<file path="src/hw/rtl/dbc_pkg.sv">
// Shared types, constants and defaults for the dark blob centroid block.
package dbc_pkg;

  localparam int PIX_W      = 8;
  localparam int CNT_W      = 21;
  localparam int SUM_W      = 30;
  localparam int CRD_W      = 10;
  localparam int SIZE_W     = 11;
  localparam int CFG_IDX_W  = 2;
  localparam int CFG_DATA_W = 21;

  localparam int DEF_MAX_COLS = 1024;
  localparam int DEF_MAX_ROWS = 1024;

  localparam logic [PIX_W-1:0]  DEF_BLACK_LEVEL  = 8'd10;
  localparam logic [CNT_W-1:0]  DEF_MIN_AREA     = 21'd3000;
  localparam logic [SIZE_W-1:0] DEF_FRAME_WIDTH  = 11'd640;
  localparam logic [SIZE_W-1:0] DEF_FRAME_HEIGHT = 11'd480;

  localparam logic [CNT_W-1:0] CNT_MAX = {CNT_W{1'b1}};
  localparam logic [SUM_W-1:0] SUM_MAX = {SUM_W{1'b1}};

  typedef enum logic [CFG_IDX_W-1:0] {
    REG_BLACK_LEVEL  = 2'd0,
    REG_MIN_AREA     = 2'd1,
    REG_FRAME_WIDTH  = 2'd2,
    REG_FRAME_HEIGHT = 2'd3
  } cfg_reg_e;

  typedef enum logic [1:0] {
    ST_ACCUM,
    ST_DIV_COL,
    ST_DIV_ROW,
    ST_DONE
  } seq_state_e;

  typedef struct packed {
    logic [PIX_W-1:0] pixel_value;
    logic             first_of_frame;
  } pix_in_t;

  typedef struct packed {
    logic             target_found;
    logic [CRD_W-1:0] centre_col;
    logic [CRD_W-1:0] centre_row;
    logic [CNT_W-1:0] dark_count;
  } result_t;

  // Frame totals including the pixel being accepted.
  typedef struct packed {
    logic [CNT_W-1:0] dark_total;
    logic [SUM_W-1:0] col_sum;
    logic [SUM_W-1:0] row_sum;
  } frame_sum_t;

  typedef struct packed {
    logic busy;
    logic done;
  } div_stat_t;

endpackage

</file>
<file path="src/hw/rtl/dark_blob_centroid.sv">
// Top level: config registers, frame-end sequencer and result register.
//
//  channel  signals                                 direction  payload
//  in       in_valid_i / in_ready_o / in_data_i     in         pix_in_t
//  out      out_valid_o / out_ready_i / out_data_o  out        result_t
//  cfg      cfg_valid_i / cfg_ready_o / cfg_index_i in         cfg_data_i
//
// One pixel item per cycle while accumulating. At the last pixel of a frame
// with a target, the shared divider runs col_sum and then row_sum, 30 steps
// each, and the result register is then loaded; no input is taken meanwhile.
// Without a target it is loaded straight away. Input also waits while the
// result register is still held by out_ready_i low. Reset loads the
// default configuration and clears counters and sums; cfg_ready_o is always high.
module dark_blob_centroid
  import dbc_pkg::*;
#(
  parameter int MAX_COLS = DEF_MAX_COLS,
  parameter int MAX_ROWS = DEF_MAX_ROWS
) (
  input  logic                  clk_i,
  input  logic                  rst_ni,
  input  logic                  in_valid_i,
  output logic                  in_ready_o,
  input  pix_in_t               in_data_i,
  output logic                  out_valid_o,
  input  logic                  out_ready_i,
  output result_t               out_data_o,
  input  logic                  cfg_valid_i,
  output logic                  cfg_ready_o,
  input  logic [CFG_IDX_W-1:0]  cfg_index_i,
  input  logic [CFG_DATA_W-1:0] cfg_data_i
);

  logic [PIX_W-1:0]  black_level_q;
  logic [CNT_W-1:0]  min_area_q;
  logic [SIZE_W-1:0] frame_width_q;
  logic [SIZE_W-1:0] frame_height_q;

  seq_state_e state_q, state_d;

  logic             in_acc, frame_end, found, nonzero, frame_done;
  frame_sum_t       fsum;
  div_stat_t        div_stat;
  logic             div_start;
  logic [SUM_W-1:0] div_dividend, div_quo;
  logic [CNT_W-1:0] div_divisor;
  logic             load_out;

  logic             found_q, found_d;
  logic             nz_q, nz_d;
  logic [CNT_W-1:0] tot_q, tot_d;
  logic [SUM_W-1:0] rsum_q, rsum_d;
  logic [CRD_W-1:0] cx_q, cx_d;
  logic             out_valid_q, out_valid_d;
  result_t          out_data_q, out_data_d;

  // configuration
  always_ff @(posedge clk_i or negedge rst_ni) begin
    if (!rst_ni) begin
      black_level_q  <= DEF_BLACK_LEVEL;
      min_area_q     <= DEF_MIN_AREA;
      frame_width_q  <= DEF_FRAME_WIDTH;
      frame_height_q <= DEF_FRAME_HEIGHT;
    end else if (cfg_valid_i) begin
      unique case (cfg_reg_e'(cfg_index_i))
        REG_BLACK_LEVEL:  black_level_q  <= cfg_data_i[PIX_W-1:0];
        REG_MIN_AREA:     min_area_q     <= cfg_data_i[CNT_W-1:0];
        REG_FRAME_WIDTH:  frame_width_q  <= cfg_data_i[SIZE_W-1:0];
        REG_FRAME_HEIGHT: frame_height_q <= cfg_data_i[SIZE_W-1:0];
        default: ;
      endcase
    end
  end

  assign cfg_ready_o = 1'b1;

  dbc_accum #(
    .MAX_COLS(MAX_COLS),
    .MAX_ROWS(MAX_ROWS)
  ) u_accum (
    .clk_i         (clk_i),
    .rst_ni        (rst_ni),
    .acc_en_i      (in_acc),
    .pix_i         (in_data_i),
    .black_level_i (black_level_q),
    .frame_width_i (frame_width_q),
    .frame_height_i(frame_height_q),
    .frame_end_o   (frame_end),
    .sum_o         (fsum)
  );

  dbc_div u_div (
    .clk_i     (clk_i),
    .rst_ni    (rst_ni),
    .start_i   (div_start),
    .dividend_i(div_dividend),
    .divisor_i (div_divisor),
    .stat_o    (div_stat),
    .quotient_o(div_quo)
  );

  assign in_acc     = in_valid_i && in_ready_o;
  assign frame_done = in_acc && frame_end;
  assign found      = fsum.dark_total >= min_area_q;
  assign nonzero    = fsum.dark_total != '0;

  // next state
  always_comb begin
    state_d = state_q;
    unique case (state_q)
      ST_ACCUM: begin
        if (frame_done) begin
          state_d = (found && nonzero) ? ST_DIV_COL : ST_DONE;
        end
      end
      ST_DIV_COL: begin
        if (div_stat.done) begin
          state_d = ST_DIV_ROW;
        end
      end
      ST_DIV_ROW: begin
        if (div_stat.done) begin
          state_d = ST_DONE;
        end
      end
      ST_DONE: begin
        if (!out_valid_q || out_ready_i) begin
          state_d = ST_ACCUM;
        end
      end
      default: state_d = ST_ACCUM;
    endcase
  end

  // sequencer outputs
  always_comb begin
    in_ready_o   = 1'b0;
    div_start    = 1'b0;
    load_out     = 1'b0;
    div_dividend = rsum_q;
    div_divisor  = tot_q;
    unique case (state_q)
      ST_ACCUM: begin
        in_ready_o   = 1'b1;
        div_start    = frame_done && found && nonzero;
        div_dividend = fsum.col_sum;
        div_divisor  = fsum.dark_total;
      end
      ST_DIV_COL: begin
        div_start = div_stat.done;
      end
      ST_DIV_ROW: ;
      ST_DONE: begin
        load_out = !out_valid_q || out_ready_i;
      end
      default: ;
    endcase
  end

  always_comb begin
    found_d = found_q;
    nz_d    = nz_q;
    tot_d   = tot_q;
    rsum_d  = rsum_q;
    cx_d    = cx_q;
    if (frame_done) begin
      found_d = found;
      nz_d    = found && nonzero;
      tot_d   = fsum.dark_total;
      rsum_d  = fsum.row_sum;
    end
    if (state_q == ST_DIV_COL && div_stat.done) begin
      cx_d = div_quo[CRD_W-1:0];
    end

    out_valid_d = out_valid_q;
    out_data_d  = out_data_q;
    if (out_valid_q && out_ready_i) begin
      out_valid_d = 1'b0;
    end
    if (load_out) begin
      out_valid_d             = 1'b1;
      out_data_d.target_found = found_q;
      // quotient of the row pass is still held in the divider
      out_data_d.centre_col   = nz_q ? cx_q : '0;
      out_data_d.centre_row   = nz_q ? div_quo[CRD_W-1:0] : '0;
      out_data_d.dark_count   = tot_q;
    end
  end

  always_ff @(posedge clk_i or negedge rst_ni) begin
    if (!rst_ni) begin
      state_q     <= ST_ACCUM;
      out_valid_q <= 1'b0;
    end else begin
      state_q     <= state_d;
      out_valid_q <= out_valid_d;
    end
  end

  always_ff @(posedge clk_i) begin
    found_q    <= found_d;
    nz_q       <= nz_d;
    tot_q      <= tot_d;
    rsum_q     <= rsum_d;
    cx_q       <= cx_d;
    out_data_q <= out_data_d;
  end

  assign out_valid_o = out_valid_q;
  assign out_data_o  = out_data_q;

endmodule

</file>
<file path="src/hw/rtl/dbc_accum.sv">
// Raster position counters and saturating dark-pixel count and coordinate sums.
module dbc_accum
  import dbc_pkg::*;
#(
  parameter int MAX_COLS = DEF_MAX_COLS,
  parameter int MAX_ROWS = DEF_MAX_ROWS
) (
  input  logic              clk_i,
  input  logic              rst_ni,
  input  logic              acc_en_i,
  input  pix_in_t           pix_i,
  input  logic [PIX_W-1:0]  black_level_i,
  input  logic [SIZE_W-1:0] frame_width_i,
  input  logic [SIZE_W-1:0] frame_height_i,
  output logic              frame_end_o,
  output frame_sum_t        sum_o
);

  localparam int CW  = $clog2(MAX_COLS);
  localparam int RW  = $clog2(MAX_ROWS);
  localparam int CSW = ($clog2(MAX_COLS + 1) > SIZE_W) ? $clog2(MAX_COLS + 1) : SIZE_W;
  localparam int RSW = ($clog2(MAX_ROWS + 1) > SIZE_W) ? $clog2(MAX_ROWS + 1) : SIZE_W;

  logic [CW-1:0]    col_q, col_d, col_cur;
  logic [RW-1:0]    row_q, row_d, row_cur;
  logic [CNT_W-1:0] tot_q, tot_d, tot_cur, tot_nxt;
  logic [SUM_W-1:0] csum_q, csum_d, csum_cur, csum_nxt;
  logic [SUM_W-1:0] rsum_q, rsum_d, rsum_cur, rsum_nxt;
  logic [SUM_W:0]   csum_add, rsum_add;
  logic [CSW-1:0]   fw, w_use, last_col;
  logic [RSW-1:0]   fh, h_use, last_row;
  logic             dark, row_end, frame_end;

  always_comb begin
    // first_of_frame restarts before this pixel is counted
    col_cur  = pix_i.first_of_frame ? '0 : col_q;
    row_cur  = pix_i.first_of_frame ? '0 : row_q;
    tot_cur  = pix_i.first_of_frame ? '0 : tot_q;
    csum_cur = pix_i.first_of_frame ? '0 : csum_q;
    rsum_cur = pix_i.first_of_frame ? '0 : rsum_q;

    dark     = pix_i.pixel_value <= black_level_i;
    csum_add = {1'b0, csum_cur} + (SUM_W+1)'(col_cur);
    rsum_add = {1'b0, rsum_cur} + (SUM_W+1)'(row_cur);

    tot_nxt  = tot_cur;
    csum_nxt = csum_cur;
    rsum_nxt = rsum_cur;
    if (dark) begin
      tot_nxt  = (tot_cur == CNT_MAX) ? tot_cur : tot_cur + CNT_W'(1);
      csum_nxt = (csum_add > {1'b0, SUM_MAX}) ? SUM_MAX : csum_add[SUM_W-1:0];
      rsum_nxt = (rsum_add > {1'b0, SUM_MAX}) ? SUM_MAX : rsum_add[SUM_W-1:0];
    end

    // size 0 runs as 1, oversize runs as the maximum
    fw = CSW'(frame_width_i);
    fh = RSW'(frame_height_i);
    if (fw == '0) begin
      w_use = CSW'(1);
    end else if (fw > CSW'(MAX_COLS)) begin
      w_use = CSW'(MAX_COLS);
    end else begin
      w_use = fw;
    end
    if (fh == '0) begin
      h_use = RSW'(1);
    end else if (fh > RSW'(MAX_ROWS)) begin
      h_use = RSW'(MAX_ROWS);
    end else begin
      h_use = fh;
    end
    last_col  = w_use - CSW'(1);
    last_row  = h_use - RSW'(1);
    row_end   = CSW'(col_cur) >= last_col;
    frame_end = row_end && (RSW'(row_cur) >= last_row);

    col_d  = col_q;
    row_d  = row_q;
    tot_d  = tot_q;
    csum_d = csum_q;
    rsum_d = rsum_q;
    if (acc_en_i) begin
      if (frame_end) begin
        col_d  = '0;
        row_d  = '0;
        tot_d  = '0;
        csum_d = '0;
        rsum_d = '0;
      end else begin
        tot_d  = tot_nxt;
        csum_d = csum_nxt;
        rsum_d = rsum_nxt;
        if (row_end) begin
          col_d = '0;
          row_d = row_cur + RW'(1);
        end else begin
          col_d = col_cur + CW'(1);
          row_d = row_cur;
        end
      end
    end
  end

  always_ff @(posedge clk_i or negedge rst_ni) begin
    if (!rst_ni) begin
      col_q  <= '0;
      row_q  <= '0;
      tot_q  <= '0;
      csum_q <= '0;
      rsum_q <= '0;
    end else begin
      col_q  <= col_d;
      row_q  <= row_d;
      tot_q  <= tot_d;
      csum_q <= csum_d;
      rsum_q <= rsum_d;
    end
  end

  assign frame_end_o      = frame_end;
  assign sum_o.dark_total = tot_nxt;
  assign sum_o.col_sum    = csum_nxt;
  assign sum_o.row_sum    = rsum_nxt;

endmodule

</file>
<file path="src/hw/rtl/dbc_div.sv">
// Restoring divider, one quotient bit per cycle, shared by both centroid axes.
module dbc_div
  import dbc_pkg::*;
(
  input  logic             clk_i,
  input  logic             rst_ni,
  input  logic             start_i,
  input  logic [SUM_W-1:0] dividend_i,
  input  logic [CNT_W-1:0] divisor_i,
  output div_stat_t        stat_o,
  output logic [SUM_W-1:0] quotient_o
);

  localparam int STEP_W = $clog2(SUM_W);

  logic [CNT_W-1:0]  rem_q, rem_d;
  logic [SUM_W-1:0]  quo_q, quo_d;
  logic [CNT_W-1:0]  dvs_q, dvs_d;
  logic [STEP_W-1:0] cnt_q, cnt_d;
  logic              busy_q, busy_d;
  logic              done_q, done_d;
  logic [CNT_W:0]    shifted, diff;
  logic              fits;

  always_comb begin
    shifted = {rem_q, quo_q[SUM_W-1]};
    diff    = shifted - {1'b0, dvs_q};
    fits    = shifted >= {1'b0, dvs_q};

    rem_d  = rem_q;
    quo_d  = quo_q;
    dvs_d  = dvs_q;
    cnt_d  = cnt_q;
    busy_d = busy_q;
    done_d = 1'b0;
    if (start_i) begin
      rem_d  = '0;
      quo_d  = dividend_i;
      dvs_d  = divisor_i;
      cnt_d  = '0;
      busy_d = 1'b1;
    end else if (busy_q) begin
      // remainder stays below the divisor, so 21 bits hold it
      rem_d = fits ? diff[CNT_W-1:0] : shifted[CNT_W-1:0];
      quo_d = {quo_q[SUM_W-2:0], fits};
      cnt_d = cnt_q + STEP_W'(1);
      if (cnt_q == STEP_W'(SUM_W - 1)) begin
        busy_d = 1'b0;
        done_d = 1'b1;
      end
    end
  end

  always_ff @(posedge clk_i or negedge rst_ni) begin
    if (!rst_ni) begin
      cnt_q  <= '0;
      busy_q <= 1'b0;
      done_q <= 1'b0;
    end else begin
      cnt_q  <= cnt_d;
      busy_q <= busy_d;
      done_q <= done_d;
    end
  end

  always_ff @(posedge clk_i) begin
    rem_q <= rem_d;
    quo_q <= quo_d;
    dvs_q <= dvs_d;
  end

  assign stat_o.busy = busy_q;
  assign stat_o.done = done_q;
  assign quotient_o  = quo_q;

endmodule
</file>
<file path="config.mk">
export PLATFORM = sky130hd
export DESIGN_NAME = dark_blob_centroid
export DESIGN_NICKNAME = d
export VERILOG_FILES = /design/src/hw/rtl/dbc_pkg.sv /design/src/hw/rtl/dark_blob_centroid.sv /design/src/hw/rtl/dbc_accum.sv /design/src/hw/rtl/dbc_div.sv
export SDC_FILE = /design/constraint.sdc
export NUM_CORES = 1
export LEC_CHECK = 0
export BUFFER_PORTS_ARGS = -buffer_cell sky130_fd_sc_hd__buf_4
export CORE_ASPECT_RATIO = 1.5
export CORE_MARGIN = 1.5
export CORE_UTILIZATION = 49
export DETAILED_ROUTE_END_ITERATION = 16
export PLACE_DENSITY = 0.75
export SYNTH_ARGS = -nofsm -noshare
export SYNTH_HDL_FRONTEND = slang
export SYNTH_SLANG_ARGS = --single-unit
</file>
<file path="constraint.sdc">
create_clock -name clk_i -period 5.2 [get_ports clk_i]
set_input_delay 0.78 -clock clk_i [delete_from_list [all_inputs] [get_ports clk_i]]
set_output_delay 0.78 -clock clk_i [all_outputs]
set_load 0.01 [all_outputs]
</file>
==> Yosys cells after proc, flatten, opt, wreduce, memory -nomap -nowiden <==
Cells that the tools add are included.
{ "word_totals": {"register_bits": 339, "output_inout_bits": 45, "wordCells": 124} }
{ "classes": {"addsub": 9, "magnitude_cmp": 9, "n_eq_ne": 12, "mux": 46, "n_reduce_logical": 22} }
{ "op_table": {"columns": ["operator", "count"], "rows": [
  ["2-to-1 mux 30 bit", 11],
  ["2-to-1 mux 21 bit", 6],
  ["adder 30 x 10 -> 31 bit", 2],
  ["> comparator 31 x 30 -> 1 bit (second input constant)", 2],
  ["2-to-1 mux 10 bit", 6],
  ["2-to-1 mux 11 bit", 4],
  [">= comparator 10 x 11 -> 1 bit", 2],
  [">= comparator 22 x 21 -> 1 bit", 1],
  ["> comparator 11 bit (second input constant)", 2],
  ["zero test 11 bit", 2],
  ["subtractor 11 x 1 -> 11 bit (second input constant)", 2],
  ["adder 21 x 1 -> 21 bit (second input constant)", 1],
  ["== test 21 bit (second input constant)", 1],
  [">= comparator 21 bit", 1],
  ["nonzero test 21 bit", 1],
  ["subtractor 21 bit", 1],
  ["adder 10 x 1 -> 10 bit (second input constant)", 2],
  ["2-to-1 mux 1 bit", 10],
  ["2-to-1 mux 2 bit", 5],
  ["2-to-1 mux 5 bit", 2],
  ["== test 2 bit (second input constant)", 4],
  ["<= comparator 8 bit", 1],
  ["logical AND 1 bit", 8],
  ["one-hot mux 2 bit (4 select lines)", 1],
  ["12 further kinds", 20]
]} }

==> Longest topological paths before layout <==
{ "logic_depth": {"depth_word": 11, "depth_mapped": 23, "mapped_depth_nobuf": 20} }

==> Hierarchy <==
From an unflattened synthesis, not the netlist that was laid out.
{ "hier_totals": {"hier_cells": 1902, "area_unflattened_um2": 20031.7} }
{ "modules_own_cells": {"columns": ["module", "n_inst", "cells_per_inst", "area_each_um2", "seq_area_each_um2"], "rows": [
  ["dbc_accum", 1, 1092, 8924.8, 2527.4],
  ["dark_blob_centroid", 1, 405, 6650.1, 4523.1],
  ["dbc_div", 1, 405, 4456.8, 2127.0]
]} }

==> Least setup slack after synthesis <==
OpenSTA, ideal clock, no wires.
{ "synth_path": {"path_kind": "input -> register", "start": "input port in_data_i[0] (netlist bit)", "end": "register u_div.quo_q[0] (netlist: u_div.quotient_o[0]), enable pin", "setup_time_ns": 0.392, "t_arrival_ns": 5.523, "slack_ns": -0.714, "cell_stages": 18, "n_path_buf": 8, "cell_sequence": "clkbuf_1 -> clkbuf_1 -> clkbuf_1 -> clkbuf_1 -> clkbuf_1 -> clkbuf_1 -> clkbuf_1 -> nor2b_1 -> ha_1 -> o21a_1 -> o21ai_0 -> o31ai_1 -> o211ai_1 -> nor2_1 -> nand2_1 -> o21bai_2 -> buf_6 -> nand2b_1"} }
{ "synth_between": {"elab_chain_len": 9, "elab_cells_between_ends": 17, "cone_classes": "add/sub (1); order compare (3); eq/ne (1); mux (6); reduce/logical (6)"} }
{ "synth_rtl": {"columns": ["element", "line", "text"], "rows": [
  ["start: declaration", "dark_blob_centroid.sv:24", "input pix_in_t in_data_i,"],
  ["2-to-1 mux 21 bit", "dbc_accum.sv:38", "tot_cur = pix_i.first_of_frame ? '0 : tot_q;"],
  ["adder 21 x 1 -> 21 bit / == test 21 bit (equally long branches)", "dbc_accum.sv:50", "tot_nxt = (tot_cur == CNT_MAX) ? tot_cur : tot_cur + CNT_W'(1);"],
  ["2-to-1 mux 21 bit", "dbc_accum.sv:50", null],
  ["2-to-1 mux 21 bit", "dbc_accum.sv:49", "if (dark) begin"],
  [">= comparator 21 bit", "dark_blob_centroid.sv:104", "assign found = fsum.dark_total >= min_area_q;"],
  ["logical AND 1 bit", "dark_blob_centroid.sv:145", "div_start = frame_done && found && nonzero;"],
  ["logical AND 1 bit *", "dark_blob_centroid.sv:145", null],
  ["one-hot mux 1 bit (2 select lines) *", "dark_blob_centroid.sv:142", "unique case (state_q)"],
  ["nonzero test 2 bit (no line) *", null, null],
  ["end signal: assignment", "dbc_div.sv:68", "quo_q <= quo_d;"],
  ["end: declaration", "dbc_div.sv:17", "logic [SUM_W-1:0] quo_q, quo_d;"]
]} }
Mark *: on every way between the ends. The rest lies on a longest branch, timed or not.
A chain may end at the register's enable or synchronous reset.

==> qor.csv <==
metric;value;unit
Synth Flop Type;edfxtp_1;
Synth Area per Inst;10.2;um^2
design area;22100;um^2
Rows;88;
leading area contributor after synthesis;edfxtp_1;
pin count of the biggest net entering global routing;87;
DRC viols;0;
CTS tree;built;
number of port buffers;80;
WP data required;5480;ps
Worst-Margin Slew;1060;ps
via count;14779;
initial antenna violation count;0;
initial cell density of the core;0.499;
vias per cell;5.84;
Synth Instances;1895;
VDD IR-drop max;0.000333;V
Clock Sink Count;339;
Total Wirelength;47200;um
GPL Wtd Cong;0.897;
hpwl dp;34200;um
Die X;165;um
die height;246;um
crit-path max FO;26;
post-CTS setup buffers;0;
Max Slew Vio Count;0;
area delta synth->final;14.4;%
async set or reset register ratio after synthesis;0.478;
Final ANT Viol Nets;0;
# H-tree levels;2;
kind of critical path;flop to flop;
Setup TNS;0;ps
Fmax;207;MHz
worst min-delay path class;input port to async pin;
Syn Std Cell Area;19300;um^2
ANT cells;0;
leakage power;0.00934;uW
root buf cell;clkbuf_16;
flops & latches, synth;339;
CTS clk-pin slew, worst paths;60;ps
clock skew;29.5;ps
GRT Resource Usage Total;0.240;
final hold violations;0;
Distinct cells, synth;82;
CP Launch Type;flop;
pre-CTS setup slack;-148;ps
yosys warns;0;
Final WS setup;368;ps
first-pass GRT wire length;77000;um
unrepaired setup endpoints after global routing;false;
Worst-Skew Late Latency;550;ps
core area;38600;um^2
Clock Path Buffers;3;
Num CTS Buffers;34;
vias in the first global route;14897;
DR pass1 iterations;6;
DRT iter0 DRCs;750;
syn_nets;2036;
die area;40600;um^2
outcome;finished, final reports clean;
endpoint class of the critical path;flop;
hold buffers post-CTS;0;
layout cells sized above 1;0.174;
DR WL/cell;18.7;um
Cell Pwr Density;359;nW/um^2
post-route minimum period;4830;ps
Yosys top cell area share;0.243;
top post-synthesis cells by area;edfxtp_1 24%, dfrtp_1 19%, ha_1 6.5%;
final hold slack;288;ps
DP Area;20900;um^2
Util after Layout;0.571;
number of max-cap violations;0;
Setup violations, final;0;
I/O pin total;82;
number of synthesized flops with an enable pin;156;
NumNets Final;2149;
Slew headroom;0.297;
grt total ovfl;0;
Worst EP arrival;5120;ps
Seq/Total Area, Yosys;0.476;
Tcrit/Tclk final;0.929;
stage by stage:
step           power, uW  instances
5_1_grt             8290       2529
4_1_cts             7970       2529
3_5_place_dp        5330       2467
2_1_floorplan       4620       1895
3_3_place_gp        5250       2467
6_report            7920       2529
cell usage in the layout (no fill, tap or decap), types with 51 or more instances in the layout:
cell type	count
nor2_1	162
xnor2_1	51
buf_4	157
mux2_2	67
nand2_1	158
o21ai_0	105
a21oi_1	112
edfxtp_1	156
dfrtp_1	147
inv_1	99
ha_1	100
nor2b_1	60
kinds of logic after synthesis:
family,count (synthesis),synth area share
AO/OA/AOI/OAI,447,0.151
XOR/XNOR,86,0.0390
adder cells (fa/ha/maj),104,0.0686
buffers and inverters,186,0.0381
flip-flops,339,0.476
multiplexers,108,0.0680
other,1,0.000194
AND/OR/NAND/NOR,624,0.159
cells in the mapped netlist, drive strengths merged, types with 8 or more instances:
library cell    n
o211ai          8
nor2          164
nor2b          61
nor4            8
clkbuf         70
inv           101
mux2i          14
edfxtp        156
o22a           12
nand2b         39
a22o           36
a31oi          16
nand2         159
ha            101
o31ai          21
buf            15
a211oi         31
xor2           35
dfxtp          21
xnor2          51
nor3           30
nand3          47
dfstp          15
a21o           28
mux2           94
or3            10
o22ai          12
dfrtp         147
and2           32
o21ai         106
and3           22
nand4          19
a21oi         113
o21a           22
registers in the layout, summed over array words and instances (netlist names), 2 cells and up:
signal            count
u_div.rem_q          21
tot_q                21
u_accum.col_q        10
frame_width_q        11
out_data_o           42
state_q               2
u_div.dvs_q          21
u_div.quotient_o     30
rsum_q               30
cx_q                 10
u_accum.tot_q        21
u_div.cnt_q           5
u_accum.row_q        10
u_accum.rsum_q       30
u_accum.csum_q       30
min_area_q           21
black_level_q         8
frame_height_q       11
repair_timing:
action | 4_1_cts | 5_1_grt
gates resized for setup | 0 | 4
endpoints found under the setup margin | 0 | 114
endpoints found under the hold margin | 0 | 0
report_power, final:
part / internal, uW / leakage [uW] / total (uW) / switching (uW)
Combinational: 815 / 0.00517 / 1930 / 1120
Clock: 1530 / 0.000568 / 2620 / 1090
Sequential: 3180 / 0.00360 / 3370 / 193
final timing paths:
kind / startpoint / end / slack [ps] / depth (start not counted)
min reg2reg: tot_q[17] / out_data_o[17] / 450 / 0
min in group clk_i: tot_q[17] / out_data_o[17] / 450 / 0
max: black_level_q[1] / u_div.quotient_o[12] / 370 / 21
max in group asynchronous: rst_ni / u_accum.row_q[9] / 3660 / 2
min: rst_ni / u_accum.tot_q[2] / 290 / 1
max reg2reg: black_level_q[1] / u_div.quotient_o[12] / 370 / 21
critical path: stages, from the launching register on:
cell and delay, ps:
dfstp_2 510, inv_1 40, ha_1 280, nor2b_1 130
o211ai_1 170, a21oi_1 150, a211oi_4 550, nand2_1 180
xnor2_1 210, inv_1 90, ha_1 280, a21o_1 100
a21o_1 120, a21oi_1 70, o21ai_0 260, a21oi_1 130
nor3_1 230, buf_4 160, o41ai_4 100, o21bai_4 210
buf_12 240, mux2_4 330
area by class of cell:
| cell class | count | area, um^2 |
|---|---|---|
| fillers | 3263 | 16600 |
| flip-flops and latches | 339 | 9180 |
| well taps | 495 | 619 |
| clock inverters | 18 | 249 |
| clock buffers | 44 | 928 |
| multi-input cells | 1370 | 9440 |
| repair buffers | 162 | 1260 |
| inverters | 101 | 383 |
per-layer routing:
layer  vias up  share of wire  GRT usage  wire (um)
met5         -              0          0          0
met4         0          0.043      0.110       2040
met3       122          0.037     0.0222       1760
met2       360           0.52      0.430      24300
met1      7255           0.40      0.286      19100
li1       7042              -          -          -
Power figures use the tool's default switching activity.
